$ cat src/rtl/indexed_insert_remove_list_top_defines.svh
// ---------------------------------------------------------------------------
// Assertion macros for the indexed insert/remove list
// Both macros expect signals named clk and rst_n in the scope where they are used.
// ---------------------------------------------------------------------------
`ifndef INDEXED_INSERT_REMOVE_LIST_TOP_DEFINES_SVH
`define INDEXED_INSERT_REMOVE_LIST_TOP_DEFINES_SVH

// Same-cycle implication, disabled during reset.
`define IIRL_ASSERT_IMP(lbl, ante, cons) \
  lbl: assert property (@(posedge clk) disable iff (!rst_n) (ante) |-> (cons)) \
    else $error("iirl: same-cycle check failed");

// Next-cycle implication, disabled during reset.
`define IIRL_ASSERT_NXT(lbl, ante, cons) \
  lbl: assert property (@(posedge clk) disable iff (!rst_n) (ante) |=> (cons)) \
    else $error("iirl: next-cycle check failed");

`endif

$ cat src/rtl/iirl_pkg.sv
// ---------------------------------------------------------------------------
// iirl_pkg
// Shared sizes, command and status codes and cell control type for the list.
// ---------------------------------------------------------------------------
`timescale 1ns / 1ps
`default_nettype none

package iirl_pkg;

  localparam int DEPTH    = 64;
  localparam int DATA_W   = 32;
  localparam int POS_W    = 7;
  localparam int CMD_W    = 2;
  localparam int STAT_W   = 2;
  localparam int OCNT_W   = 7;
  localparam int CNT_W    = $clog2(DEPTH + 1);
  localparam int GRP      = 8;
  localparam int NGRP     = (DEPTH + GRP - 1) / GRP;
  localparam int IN_W     = 48;
  localparam int OUT_W    = 48;

  localparam logic [CMD_W-1:0] CMD_GET    = 2'd0;
  localparam logic [CMD_W-1:0] CMD_SET    = 2'd1;
  localparam logic [CMD_W-1:0] CMD_INSERT = 2'd2;
  localparam logic [CMD_W-1:0] CMD_REMOVE = 2'd3;

  localparam logic [STAT_W-1:0] ST_OK    = 2'd0;
  localparam logic [STAT_W-1:0] ST_RANGE = 2'd1;
  localparam logic [STAT_W-1:0] ST_FULL  = 2'd2;

  localparam logic [1:0] CELL_HOLD  = 2'd0;
  localparam logic [1:0] CELL_LEFT  = 2'd1;
  localparam logic [1:0] CELL_RIGHT = 2'd2;
  localparam logic [1:0] CELL_NEW   = 2'd3;

  typedef struct packed {
    logic [1:0] op;
    logic       rd_sel;
  } cell_ctrl_t;

endpackage

`default_nettype wire

$ cat src/rtl/iirl_cell.sv
// ---------------------------------------------------------------------------
// iirl_cell
// One list slot: holds, shifts in from either neighbour or loads a new word.
// ---------------------------------------------------------------------------
`timescale 1ns / 1ps
`default_nettype none

module iirl_cell (
  input  wire                            clk,
  input  iirl_pkg::cell_ctrl_t           ctrl,
  input  wire [iirl_pkg::DATA_W-1:0]     left_data,
  input  wire [iirl_pkg::DATA_W-1:0]     right_data,
  input  wire [iirl_pkg::DATA_W-1:0]     new_data,
  output logic [iirl_pkg::DATA_W-1:0]    data_q,
  output logic [iirl_pkg::DATA_W-1:0]    rd_data
);

  logic [iirl_pkg::DATA_W-1:0] data_r;
  logic [iirl_pkg::DATA_W-1:0] data_nxt;

  always_comb begin
    case (ctrl.op)
      iirl_pkg::CELL_LEFT:  data_nxt = left_data;
      iirl_pkg::CELL_RIGHT: data_nxt = right_data;
      iirl_pkg::CELL_NEW:   data_nxt = new_data;
      default:              data_nxt = data_r;
    endcase
  end

  always_ff @(posedge clk) begin
    data_r <= data_nxt;
  end

  assign data_q  = data_r;
  // The read port is an AND-OR term, so only the addressed cell contributes.
  assign rd_data = ctrl.rd_sel ? data_r : '0;

endmodule

`default_nettype wire

$ cat src/rtl/indexed_insert_remove_list_top.sv
// ---------------------------------------------------------------------------
// indexed_insert_remove_list_top
// Ordered list of up to DEPTH words with get, set, insert and remove by index.
// ---------------------------------------------------------------------------
// Each input transaction carries one command and yields exactly one result
// transaction. The list lives in a row of cells; an insert or remove shifts
// every later cell by one position in the cycle the command is accepted. The
// word read by get or remove is gathered through a two-level registered OR
// tree over the cells: the group ORs are registered on acceptance and the
// final OR is registered in S_GATHER, after which out_tvalid rises in S_OUT.
// The block takes one command at a time: the next command is accepted in the
// cycle after the result transaction completes. No clearing pass is needed
// after reset.
`timescale 1ns / 1ps
`default_nettype none

`include "indexed_insert_remove_list_top_defines.svh"

module indexed_insert_remove_list_top (
  input  wire                         clk,
  input  wire                         rst_n,
  input  wire                         in_tvalid,
  output logic                        in_tready,
  // in_tdata from bit 0: command[1:0], position[8:2], entry_value[40:9], zero pad
  input  wire [iirl_pkg::IN_W-1:0]    in_tdata,
  output logic                        out_tvalid,
  input  wire                         out_tready,
  // out_tdata from bit 0: status[1:0], entry_out[33:2], count_after[40:34], zero pad
  output logic [iirl_pkg::OUT_W-1:0]  out_tdata
);

  localparam logic [1:0] S_IDLE   = 2'd0;
  localparam logic [1:0] S_GATHER = 2'd1;
  localparam logic [1:0] S_OUT    = 2'd2;

  logic [1:0] state_r;
  logic [1:0] state_nxt;

  logic [iirl_pkg::CNT_W-1:0]  count_r;
  logic [iirl_pkg::STAT_W-1:0] stat_r;
  logic [iirl_pkg::DATA_W-1:0] grp_r [iirl_pkg::NGRP];
  logic [iirl_pkg::STAT_W-1:0] out_status_r;
  logic [iirl_pkg::DATA_W-1:0] out_entry_r;
  logic [iirl_pkg::OCNT_W-1:0] out_count_r;

  logic [iirl_pkg::CMD_W-1:0]  cmd;
  logic [iirl_pkg::POS_W-1:0]  pos;
  logic [iirl_pkg::DATA_W-1:0] val;
  logic                        acc;
  logic                        in_range;
  logic                        ins_ok;
  logic                        ins_done;
  logic [31:0]                 pos_ext;
  logic [31:0]                 cnt_ext;
  logic [iirl_pkg::STAT_W-1:0] stat_nxt;
  logic [iirl_pkg::DATA_W-1:0] grp_nxt [iirl_pkg::NGRP];
  logic [iirl_pkg::DATA_W-1:0] gather;

  logic [iirl_pkg::DATA_W-1:0] cell_q [iirl_pkg::DEPTH];
  logic [iirl_pkg::DATA_W-1:0] cell_rd [iirl_pkg::DEPTH];

  assign cmd = in_tdata[1:0];
  assign pos = in_tdata[8:2];
  assign val = in_tdata[40:9];

  assign in_tready = (state_r == S_IDLE);
  assign acc       = in_tvalid & in_tready;

  assign pos_ext  = 32'(pos);
  assign cnt_ext  = 32'(count_r);
  assign in_range = pos_ext < cnt_ext;
  assign ins_ok   = (pos_ext <= cnt_ext) && (cnt_ext != iirl_pkg::DEPTH);
  assign ins_done = acc && (cmd == iirl_pkg::CMD_INSERT) && ins_ok;

  always_comb begin
    stat_nxt = iirl_pkg::ST_OK;
    if (cmd == iirl_pkg::CMD_INSERT) begin
      if (pos_ext > cnt_ext) begin
        stat_nxt = iirl_pkg::ST_RANGE;
      end else if (cnt_ext == iirl_pkg::DEPTH) begin
        stat_nxt = iirl_pkg::ST_FULL;
      end
    end else if (!in_range) begin
      stat_nxt = iirl_pkg::ST_RANGE;
    end
  end

  genvar gi;
  generate
    for (gi = 0; gi < iirl_pkg::DEPTH; gi++) begin : g_cell
      iirl_pkg::cell_ctrl_t        cell_ctrl;
      logic [iirl_pkg::DATA_W-1:0] left_d;
      logic [iirl_pkg::DATA_W-1:0] right_d;

      always_comb begin
        cell_ctrl.op     = iirl_pkg::CELL_HOLD;
        cell_ctrl.rd_sel = (pos_ext == gi);
        if (acc) begin
          case (cmd)
            iirl_pkg::CMD_SET: begin
              if (in_range && pos_ext == gi) cell_ctrl.op = iirl_pkg::CELL_NEW;
            end
            iirl_pkg::CMD_INSERT: begin
              if (ins_ok) begin
                if (pos_ext == gi) begin
                  cell_ctrl.op = iirl_pkg::CELL_NEW;
                end else if (gi > pos_ext) begin
                  cell_ctrl.op = iirl_pkg::CELL_LEFT;
                end
              end
            end
            iirl_pkg::CMD_REMOVE: begin
              if (in_range && gi >= pos_ext) cell_ctrl.op = iirl_pkg::CELL_RIGHT;
            end
            default: ;
          endcase
        end
      end

      if (gi == 0) begin : g_first
        assign left_d = val;
      end else begin : g_mid_l
        assign left_d = cell_q[gi-1];
      end
      // The last cell shifts in its own word; it lies beyond the count then.
      if (gi == iirl_pkg::DEPTH - 1) begin : g_last
        assign right_d = cell_q[gi];
      end else begin : g_mid_r
        assign right_d = cell_q[gi+1];
      end

      iirl_cell u_cell (
        .clk        (clk),
        .ctrl       (cell_ctrl),
        .left_data  (left_d),
        .right_data (right_d),
        .new_data   (val),
        .data_q     (cell_q[gi]),
        .rd_data    (cell_rd[gi])
      );
    end
  endgenerate

  // First level of the read tree: OR the cells in groups, from pre-update data.
  always_comb begin
    for (int g = 0; g < iirl_pkg::NGRP; g++) begin
      grp_nxt[g] = '0;
      for (int j = 0; j < iirl_pkg::GRP; j++) begin
        if (g * iirl_pkg::GRP + j < iirl_pkg::DEPTH) begin
          grp_nxt[g] = grp_nxt[g] | cell_rd[g * iirl_pkg::GRP + j];
        end
      end
    end
  end

  always_comb begin
    gather = '0;
    for (int g = 0; g < iirl_pkg::NGRP; g++) begin
      gather = gather | grp_r[g];
    end
  end

  always_comb begin
    state_nxt = state_r;
    unique case (state_r)
      S_IDLE:   if (acc) state_nxt = S_GATHER;
      S_GATHER: state_nxt = S_OUT;
      S_OUT:    if (out_tready) state_nxt = S_IDLE;
      default:  state_nxt = S_IDLE;
    endcase
  end

  always_ff @(posedge clk) begin
    if (!rst_n) begin
      state_r <= S_IDLE;
      count_r <= '0;
    end else begin
      state_r <= state_nxt;
      if (ins_done) begin
        count_r <= count_r + iirl_pkg::CNT_W'(1);
      end else if (acc && cmd == iirl_pkg::CMD_REMOVE && in_range) begin
        count_r <= count_r - iirl_pkg::CNT_W'(1);
      end
    end
  end

  always_ff @(posedge clk) begin
    if (acc) begin
      stat_r <= stat_nxt;
      for (int g = 0; g < iirl_pkg::NGRP; g++) begin
        // Only a successful get or remove returns a word.
        if ((cmd == iirl_pkg::CMD_GET || cmd == iirl_pkg::CMD_REMOVE) && in_range) begin
          grp_r[g] <= grp_nxt[g];
        end else begin
          grp_r[g] <= '0;
        end
      end
    end
    if (state_r == S_GATHER) begin
      out_status_r <= stat_r;
      out_entry_r  <= gather;
      out_count_r  <= iirl_pkg::OCNT_W'(count_r);
    end
  end

  assign out_tvalid = (state_r == S_OUT);
  assign out_tdata  = {7'd0, out_count_r, out_entry_r, out_status_r};

  `IIRL_ASSERT_IMP(a_count_bound, 1'b1, 32'(count_r) <= iirl_pkg::DEPTH)
  `IIRL_ASSERT_NXT(a_insert_count, ins_done, count_r == $past(count_r) + iirl_pkg::CNT_W'(1))
  `IIRL_ASSERT_IMP(a_one_at_a_time, out_tvalid, !in_tready)
  `IIRL_ASSERT_IMP(a_error_zero, out_tvalid && out_status_r != iirl_pkg::ST_OK, out_entry_r == '0)

endmodule

`default_nettype wire
$ cat config.mk
export PLATFORM = sky130hd
export DESIGN_NAME = indexed_insert_remove_list_top
export DESIGN_NICKNAME = d
export VERILOG_FILES = /design/src/rtl/iirl_pkg.sv /design/src/rtl/iirl_cell.sv /design/src/rtl/indexed_insert_remove_list_top.sv
export VERILOG_INCLUDE_DIRS = /design/src /design/src/rtl
export SDC_FILE = /design/constraint.sdc
export NUM_CORES = 2
export LEC_CHECK = 0
export ABC_CLOCK_PERIOD_IN_PS = 18250
export BUFFER_PORTS_ARGS = -buffer_cell sky130_fd_sc_hd__buf_2
export CORE_MARGIN = 8
export CORE_UTILIZATION = 55
export CTS_CLUSTER_DIAMETER = 150
export CTS_CLUSTER_SIZE = 40
export DETAILED_ROUTE_END_ITERATION = 10
export PLACE_DENSITY = 0.71
export SLEW_MARGIN = 20
export SYNTH_ARGS = -nofsm -noshare
export SYNTH_HDL_FRONTEND = slang
export SYNTH_SLANG_ARGS = --single-unit
$ cat constraint.sdc
create_clock -name clk -period 18.25 [get_ports clk]
set_input_delay 3.65 -clock clk [delete_from_list [all_inputs] [get_ports clk]]
set_output_delay 3.65 -clock clk [all_outputs]
set_load 0.03 [all_outputs]
# --- Word level (Yosys, flattened, before mapping) ---
# Memory sizes are Yosys's and may differ from the RTL's.
# Cells that the tools add are included.
totals:
  reg_bits: 2100
  latchBits: 0
  ram_bits: 256
  mem_bits_ro: 0
  output_inout_bits: 50
  memories: 1
op_classes:
  n_addsub: 2
  n_mul: 0
  div: 0
  n_lt_le_gt_ge: 131
  n_eq_ne: 263
  shifts: 0
  n_mux: 599
  n_bitwise: 72
  n_reduce_logical: 205
mem_list:
  columns: ["name", "words", "word_bits", "read_ports", "rd_clocked_by_memory_dff", "write_ports", "line_no", "rtl"]
  rows:
  - ["grp_r", 8, 32, 8, 0, 8, "indexed_insert_remove_list_top.sv:41", "logic [iirl_pkg::DATA_W-1:0] grp_r [iirl_pkg::NGRP];"]
op_table:
  columns: ["cell", "n"]
  rows:
  - ["case mux 32 bit (3 select lines)", 62]
  - ["two-way mux 32 bit", 72]
  - ["bitwise OR 32 bit", 63]
  - ["two-way mux 2 bit", 325]
  - ["case mux 2 bit (3 select lines)", 65]
  - ["equality test 2 bit, second input constant", 130]
  - ["equality test 7 x 6 -> 1 bit, second input constant", 32]
  - ["greater-or-equal comparator 6 x 7 -> 1 bit, first input constant", 32]
  - ["> comparator 6 x 7 -> 1 bit, first input constant", 32]
  - ["nonzero test 3 bit", 62]
  - ["logical AND 1 bit", 134]
  - ["equality test 2 x 1 -> 1 bit, second input constant", 66]
  - ["case mux 32 bit (2 select lines)", 2]
  - ["equality test 7 x 5 -> 1 bit, second input constant", 16]
  - ["greater-or-equal comparator 5 x 7 -> 1 bit, first input constant", 16]
  - ["> comparator 5 x 7 -> 1 bit, first input constant", 16]
  - ["two-way mux 1 bit", 71]
  - ["equality test 7 x 4 -> 1 bit, second input constant", 8]
  - ["greater-or-equal comparator 4 x 7 -> 1 bit, first input constant", 8]
  - ["> comparator 4 x 7 -> 1 bit, first input constant", 8]
  - ["zero test 32 bit", 1]
  - ["equality test 7 x 3 -> 1 bit, second input constant", 4]
  - ["greater-or-equal comparator 3 x 7 -> 1 bit, first input constant", 4]
  - ["> comparator 3 x 7 -> 1 bit, first input constant", 4]
  - ["22 further kinds", 39]

# --- Depth between registers and ports, before layout ---
logic_depth:
  depth_word: 10
  depth_mapped: 17
  mapped_depth_nobuf: 14

# --- Modules after synthesis ---
# Synthesis repeated with hierarchy kept, for this count alone.
hier_totals:
  hier_cells: 13052
  area_unflattened_um2: 138128.7
by_module_without_submodules:
  columns: ["mod", "instances", "cells_per_inst", "area_per_inst_um2", "seq_area_each_um2"]
  rows:
  - ["iirl_cell", 64, 175, 1884.3, 960.9]
  - ["indexed_insert_remove_list_top", 1, 1852, 17533.1, 8838.5]

# --- Least setup slack after synthesis ---
# OpenSTA, ideal clock, no wires.
synth_path:
  path_type: "input to register"
  startpoint: "input in_tvalid"
  endpoint: "register g_cell[0].u_cell.data_r (netlist bit g_cell[0].u_cell.data_q[0]), enable pin"
  arrival_ns: 10.372
  required_time_ns: 17.749
  slack_ns: 7.377
  path_stages: 7
  cell_sequence: "or3b_1 clkbuf_1 inv_2 nand2b_1 buf_2 clkbuf_1 nor4_1"
synth_via:
  elab_chain_cells: 5
  word_cells_on_any_way: 7
  classes_between: "eq/ne: 3; mux: 1; bitwise: 1; reduce/logical: 2"
synth_lines:
  columns: ["item", "line_no", "rtl"]
  rows:
  - ["start: declaration", "indexed_insert_remove_list_top.sv:22", "input wire in_tvalid,"]
  - ["AND 1 bit (*)", "indexed_insert_remove_list_top.sv:67", "assign acc = in_tvalid & in_tready;"]
  - ["named net acc", "indexed_insert_remove_list_top.sv:49", "logic acc;"]
  - ["two-way mux 2 bit (*)", "indexed_insert_remove_list_top.sv:98", "if (acc) begin"]
  - ["equality test 2 x 1 -> 1 bit or equality test 2 bit (tied branches)", "iirl_cell.sv:22", "case (ctrl.op)"]
  - ["OR reduction 2 bit (no line)", null, null]
  - ["nonzero test 2 bit (no line) (*)", null, null]
  - ["end signal: assignment", "iirl_cell.sv:31", "data_r <= data_nxt;"]
  - ["end: declaration", "iirl_cell.sv:18", "logic [iirl_pkg::DATA_W-1:0] data_r;"]
# Mark *: on every way through the listed nets, which the timed path passes. The rest lies on a longest branch.
# A chain may end at the register's enable or synchronous reset.

# --- Worst setup path after layout ---
layout_path:
  startpoint: "input in_tdata[4] (netlist name)"
  endpoint: "register g_cell[38].u_cell.data_r (netlist bit g_cell[38].u_cell.data_q[8]) (data pin)"
layout_via:
  elab_chain_cells: 8
  word_cells_on_any_way: 19
  classes_between: "order compare: 4; eq/ne: 4; mux: 8; reduce/logical: 3"
layout_lines:
  columns: ["item", "line_no", "rtl"]
  rows:
  - ["start: declaration", "indexed_insert_remove_list_top.sv:25", "input wire [iirl_pkg::IN_W-1:0] in_tdata,"]
  - ["> comparator 6 x 7 -> 1 bit", "indexed_insert_remove_list_top.sv:107", "end else if (gi > pos_ext) begin"]
  - ["two-way mux 1 bit", "indexed_insert_remove_list_top.sv:107", null]
  - ["two-way mux 2 bit", "indexed_insert_remove_list_top.sv:105", "if (pos_ext == gi) begin"]
  - ["two-way mux 2 bit", "indexed_insert_remove_list_top.sv:104", "if (ins_ok) begin"]
  - ["case mux 2 bit (3 select lines) (*)", "indexed_insert_remove_list_top.sv:99", "case (cmd)"]
  - ["two-way mux 2 bit (*)", "indexed_insert_remove_list_top.sv:98", null]
  - ["equality test 2 bit or equality test 2 x 1 -> 1 bit (tied branches)", "iirl_cell.sv:22", null]
  - ["case mux 32 bit (3 select lines) (*)", "iirl_cell.sv:22", null]
  - ["named net g_cell[38].u_cell.data_nxt, one bit", "iirl_cell.sv:19", "logic [iirl_pkg::DATA_W-1:0] data_nxt;"]
  - ["end signal: assignment", "iirl_cell.sv:31", null]
  - ["end: declaration", "iirl_cell.sv:18", null]
# Marks and branches as above.

==> summary.txt <==
Synthesis
  • Top FF cell, synth: edfxtp_1
  • EDFF count, synth: between 2000 and 2500
  • Mapped Cells: 9609
  • Part of the Yosys area used for sequential elements: a little over half
  • Ys Warns: 0
  • Cell Area, Synth: ~0.13 mm²
  • Syn Area/Cell: 14.0 µm²
  • Fraction of registers with async set/reset: 0%
  • #FFs+latches synth: 2356
  • Library cells used by synthesis: between 70 and 80

Clock tree
  • Cts bufs inserted: 69
  • H-tree levels: 3
  • CTS tree: yes
  • Bufs on Longest Clock Path: 3
  • Clock net sink count: about 2400
  • Post-CTS Setup Repair Bufs: 0
  • Root Driver: clkbuf_16
  • Hold Buf Count CTS: 0
  • Clock Latency Late Sink: a little under 0.9 ns
  • CTS clk-pin slew, worst paths: around 0.15 ns
  • Cts repair resizes: 0

Min path
  • Worst hold path startpoint: stat_r[1]
  • Worst min path class: reg -> reg
  • Hold Crit Depth: 0
  • Worst hold endpoint: out_status_r[1]

Drt
  • ANT nets after route: 0
  • Routed wire length: a little under 500000 µm
  • Routed len/inst: about 40 µm
  • Vias: slightly above 90000
  • DRC: 0
  • Met3 routed WL: 59000 µm
  • Vias per cell: 7.55
  • Met2 wire length: 220000 µm
  • First-iteration detailed-routing DRC count: 14036
  • Metal-1 WL: ~170000 µm
  • Drt first pass iters: 9
  • Max layer used: met5

Power and ir drop
  • Switching Power: ~2200 µW
  • Clk pwr share: 26.5%
  • Internal: just under 7000 µW
  • Flop pwr share: between 60% and 70%
  • Combinational share of power: 7.4%
  • Cell Pwr Density: around 64 mW/mm²
  • P_leak: 0.0449 µW
  • Max IR drop VDD: just over 0.07 mV
  • Net Sw Frac: approximately 24%

Global routing
  • Grt ovf: 0
  • Initial antenna violation count: 37
  • Largest net degree at the start of global routing: ~100
  • Total GRT Usage: a little over a third
  • First-pass GRT wire length: about 690000 µm
  • Number of global-route vias before repair: between 90000 and 100k

Die
  • Die ar.: between 0.2 and 0.3 mm²
  • Row Count: roughly 180
  • Core ar.: around 0.24 mm²
  • Die H: slightly above 500 µm
  • DIE WIDTH: between 500 and 600 µm
  • Starting Density: approximately 55%
  • Num ports: 102

Setup path
  • CP Capture Type: flop
  • Reg2Reg Depth: 10
  • CP Buf/Inv Count: 4
  • WP depth: 11
  • CP max stage cell: nand3_2
  • CP peak stage delay: approximately 1.1 ns
  • R2R setup slack: 12.58 ns
  • Crit path launch type: primary input
  • CP cell instances: buf_2, buf_4, ha_1, a21oi_1, a21o_2, buf_4, a31o_4, buf_4, nand3_2, a31oi_1, mux2i_1
  • RR Endpoint: g_cell[38].u_cell.data_q[8]
  • Crit-path leading delay family: buffers and inverters
  • WP data arrival: around 9.1 ns
  • Worst setup path class: in -> reg
  • Most frequent CP cell: buf_4
  • Critical Path Fanout Max: 50
  • Req. time, crit path: between 15 and 20 ns
  • Worst flop-to-flop path startpoint: count_r[2]

Timing
  • Hold Fails Final Rpt: 0
  • Peak Freq: between 100 and 150 MHz
  • Slew Limit Fails: 0
  • Final Critical Period: around 8.5 ns
  • RSZ-0062 raised after global routing: false
  • Worst slew margin: under 10%
  • Final Skew: 0.0543 ns
  • Finish-stage setup viols: 0
  • Slew of the pin with the lowest slew margin: roughly 1.4 ns
  • TNS Setup: 0 ns
  • Period utilisation layout: between 40% and 50%
  • Final WS setup: approximately 9.8 ns
  • Hold Slack: 0.447 ns

Run status
  • Status: finished clean

Final layout
  • Final #Nets: between 9000 and 10000
  • Fillers: ~19000
  • Share of cells above drive strength 1: between 40% and 50%
  • Post-route cell area: ~0.14 mm²
  • Layout area overhead: 5.49%

Place
  • Number of port buffers: 87
  • Area after DPL: 0.139 mm²
  • GPL Wtd Cong: 0.973
  • Place WS: 9.14 ns
  • Hpwl dp: ~300000 µm

Job
  • Max-cap check violation count: 0
==> how the worst max path moves through the flow <==
stage                      startpoint                            to  slack (ns)
after detailed placement  in_tdata[8]  g_cell[58].u_cell.data_q[28]        9.14
final                     in_tdata[4]   g_cell[38].u_cell.data_q[8]        9.76
after global routing      in_tdata[4]   g_cell[38].u_cell.data_q[0]        9.89
after floorplan             in_tvalid    g_cell[0].u_cell.data_q[0]        7.38
after CTS                 in_tdata[8]   g_cell[58].u_cell.data_q[1]       10.02
after global placement    in_tdata[8]  g_cell[58].u_cell.data_q[28]        9.21
==> logic make-up (layout without fill, tap and decap cells) <==
group,after synthesis,count (layout),synth area share (%)
AO/OA/AOI/OAI,1588,1588,9.35
XOR/XNOR,4,4,0.0261
adder cells (fa/ha/maj),17,17,0.164
buffers and inverters,1017,558,3.15
flip-flops,2356,2356,52.4
multiplexers,3809,3809,31.9
other,1,18,0.00279
AND/OR/NAND/NOR,817,817,3.00
==> cell usage after synthesis (8+ instances only) <==
library cell / n / area [µm²]
buf_1: 19 / 71.3
a41o_1: 11 / 110
mux2_2: 3674 / 41400
nand4_1: 58 / 363
ha_1: 16 / 200
a21oi_1: 113 / 566
dfxtp_1: 41 / 821
nor3_1: 16 / 80.1
a221oi_1: 188 / 1650
mux2i_1: 33 / 330
nor2_1: 106 / 398
a222oi_1: 224 / 2240
and2_1: 38 / 238
mux2_1: 102 / 1150
nand2_1: 363 / 1360
o21ai_0: 67 / 335
edfxtp_1: 2315 / 69500
o31ai_1: 8 / 60.1
buf_4: 9 / 67.6
a21o_1: 71 / 533
nand2b_1: 9 / 56.3
inv_1: 46 / 173
and3_1: 49 / 307
o2bb2ai_1: 33 / 289
buf_2: 301 / 1510
nor3_2: 17 / 170
a32oi_1: 48 / 420
nor4_1: 69 / 432
a22oi_1: 268 / 2010
a221o_1: 32 / 320
nand3_1: 48 / 240
a22o_1: 242 / 2120
clkbuf_1: 641 / 2410
a31oi_1: 231 / 1450
==> placed cells by master, fill, tap and decap left out, types with 10 or more instances in the layout <==
cell type	instances
a21o_1	70
a21oi_1	80
a21oi_4	31
a221o_1	32
a221oi_1	187
a222oi_1	224
a22o_1	242
a22oi_1	231
a22oi_2	39
a31oi_1	222
a32oi_2	33
a32oi_4	12
a41o_1	10
and2_1	38
and3_1	49
buf_2	81
buf_4	320
clkbuf_1	17
clkbuf_16	72
dfxtp_1	41
diode_2	11
edfxtp_1	2315
ha_1	16
inv_1	46
mux2_1	102
mux2_2	3674
mux2i_1	33
nand2_1	361
nand3_1	46
nand4_1	58
nor2_1	34
nor2_2	31
nor2_4	43
nor3_2	10
nor3_4	17
nor4_1	42
nor4_2	20
nor4_4	15
o21ai_0	64
o2bb2ai_1	33
==> metal layers <==
metal | up-vias | track usage, %
li1 | 37471 | -
met1 | 47622 | 45.2
met2 | 6789 | 56.1
met3 | 1524 | 9.94
met4 | 28 | 22.1
met5 | - | 0
==> metrics by stage <==
step,total power (µW),instances,util (%)
6_report,9120,12369,58.3
5_1_grt,9280,12360,58.3
4_1_cts,9100,12350,58.2
3_5_place_dp,6790,12253,57.4
3_3_place_gp,6780,12250,57.3
2_1_floorplan,6470,9615,-
==> registers in the layout (all words and copies together) (netlist names) <==
register / flops
count_r: 7
g_cell.u_cell.data_q: 2048
grp_r: 256
out_count_r: 7
out_entry_r: 32
out_status_r: 2
stat_r: 2
state_r: 2
==> area by class of cell <==
class	count	area (µm²)	area share [%]
multi-input cells	6242	62000	43.8
inverters	47	184	0.130
flip-flops and latches	2356	70300	49.7
repair buffers	414	3130	2.21
clock buffers	89	1870	1.32
well taps	3202	4010	2.83
diodes	11	27.5	0.0194
clock inverters	8	93.8	0.0663
==> power by group through the flow <==
stage | Clock [µW] | Combinational [µW] | Sequential, µW
2_1_floorplan | 0 | 368 | 6100
3_3_place_gp | 0 | 631 | 6150
3_5_place_dp | 0 | 644 | 6150
4_1_cts | 2430 | 645 | 6030
5_1_grt | 2570 | 681 | 6030
6_report | 2420 | 671 | 6030
(Power assumes the default switching activity.)
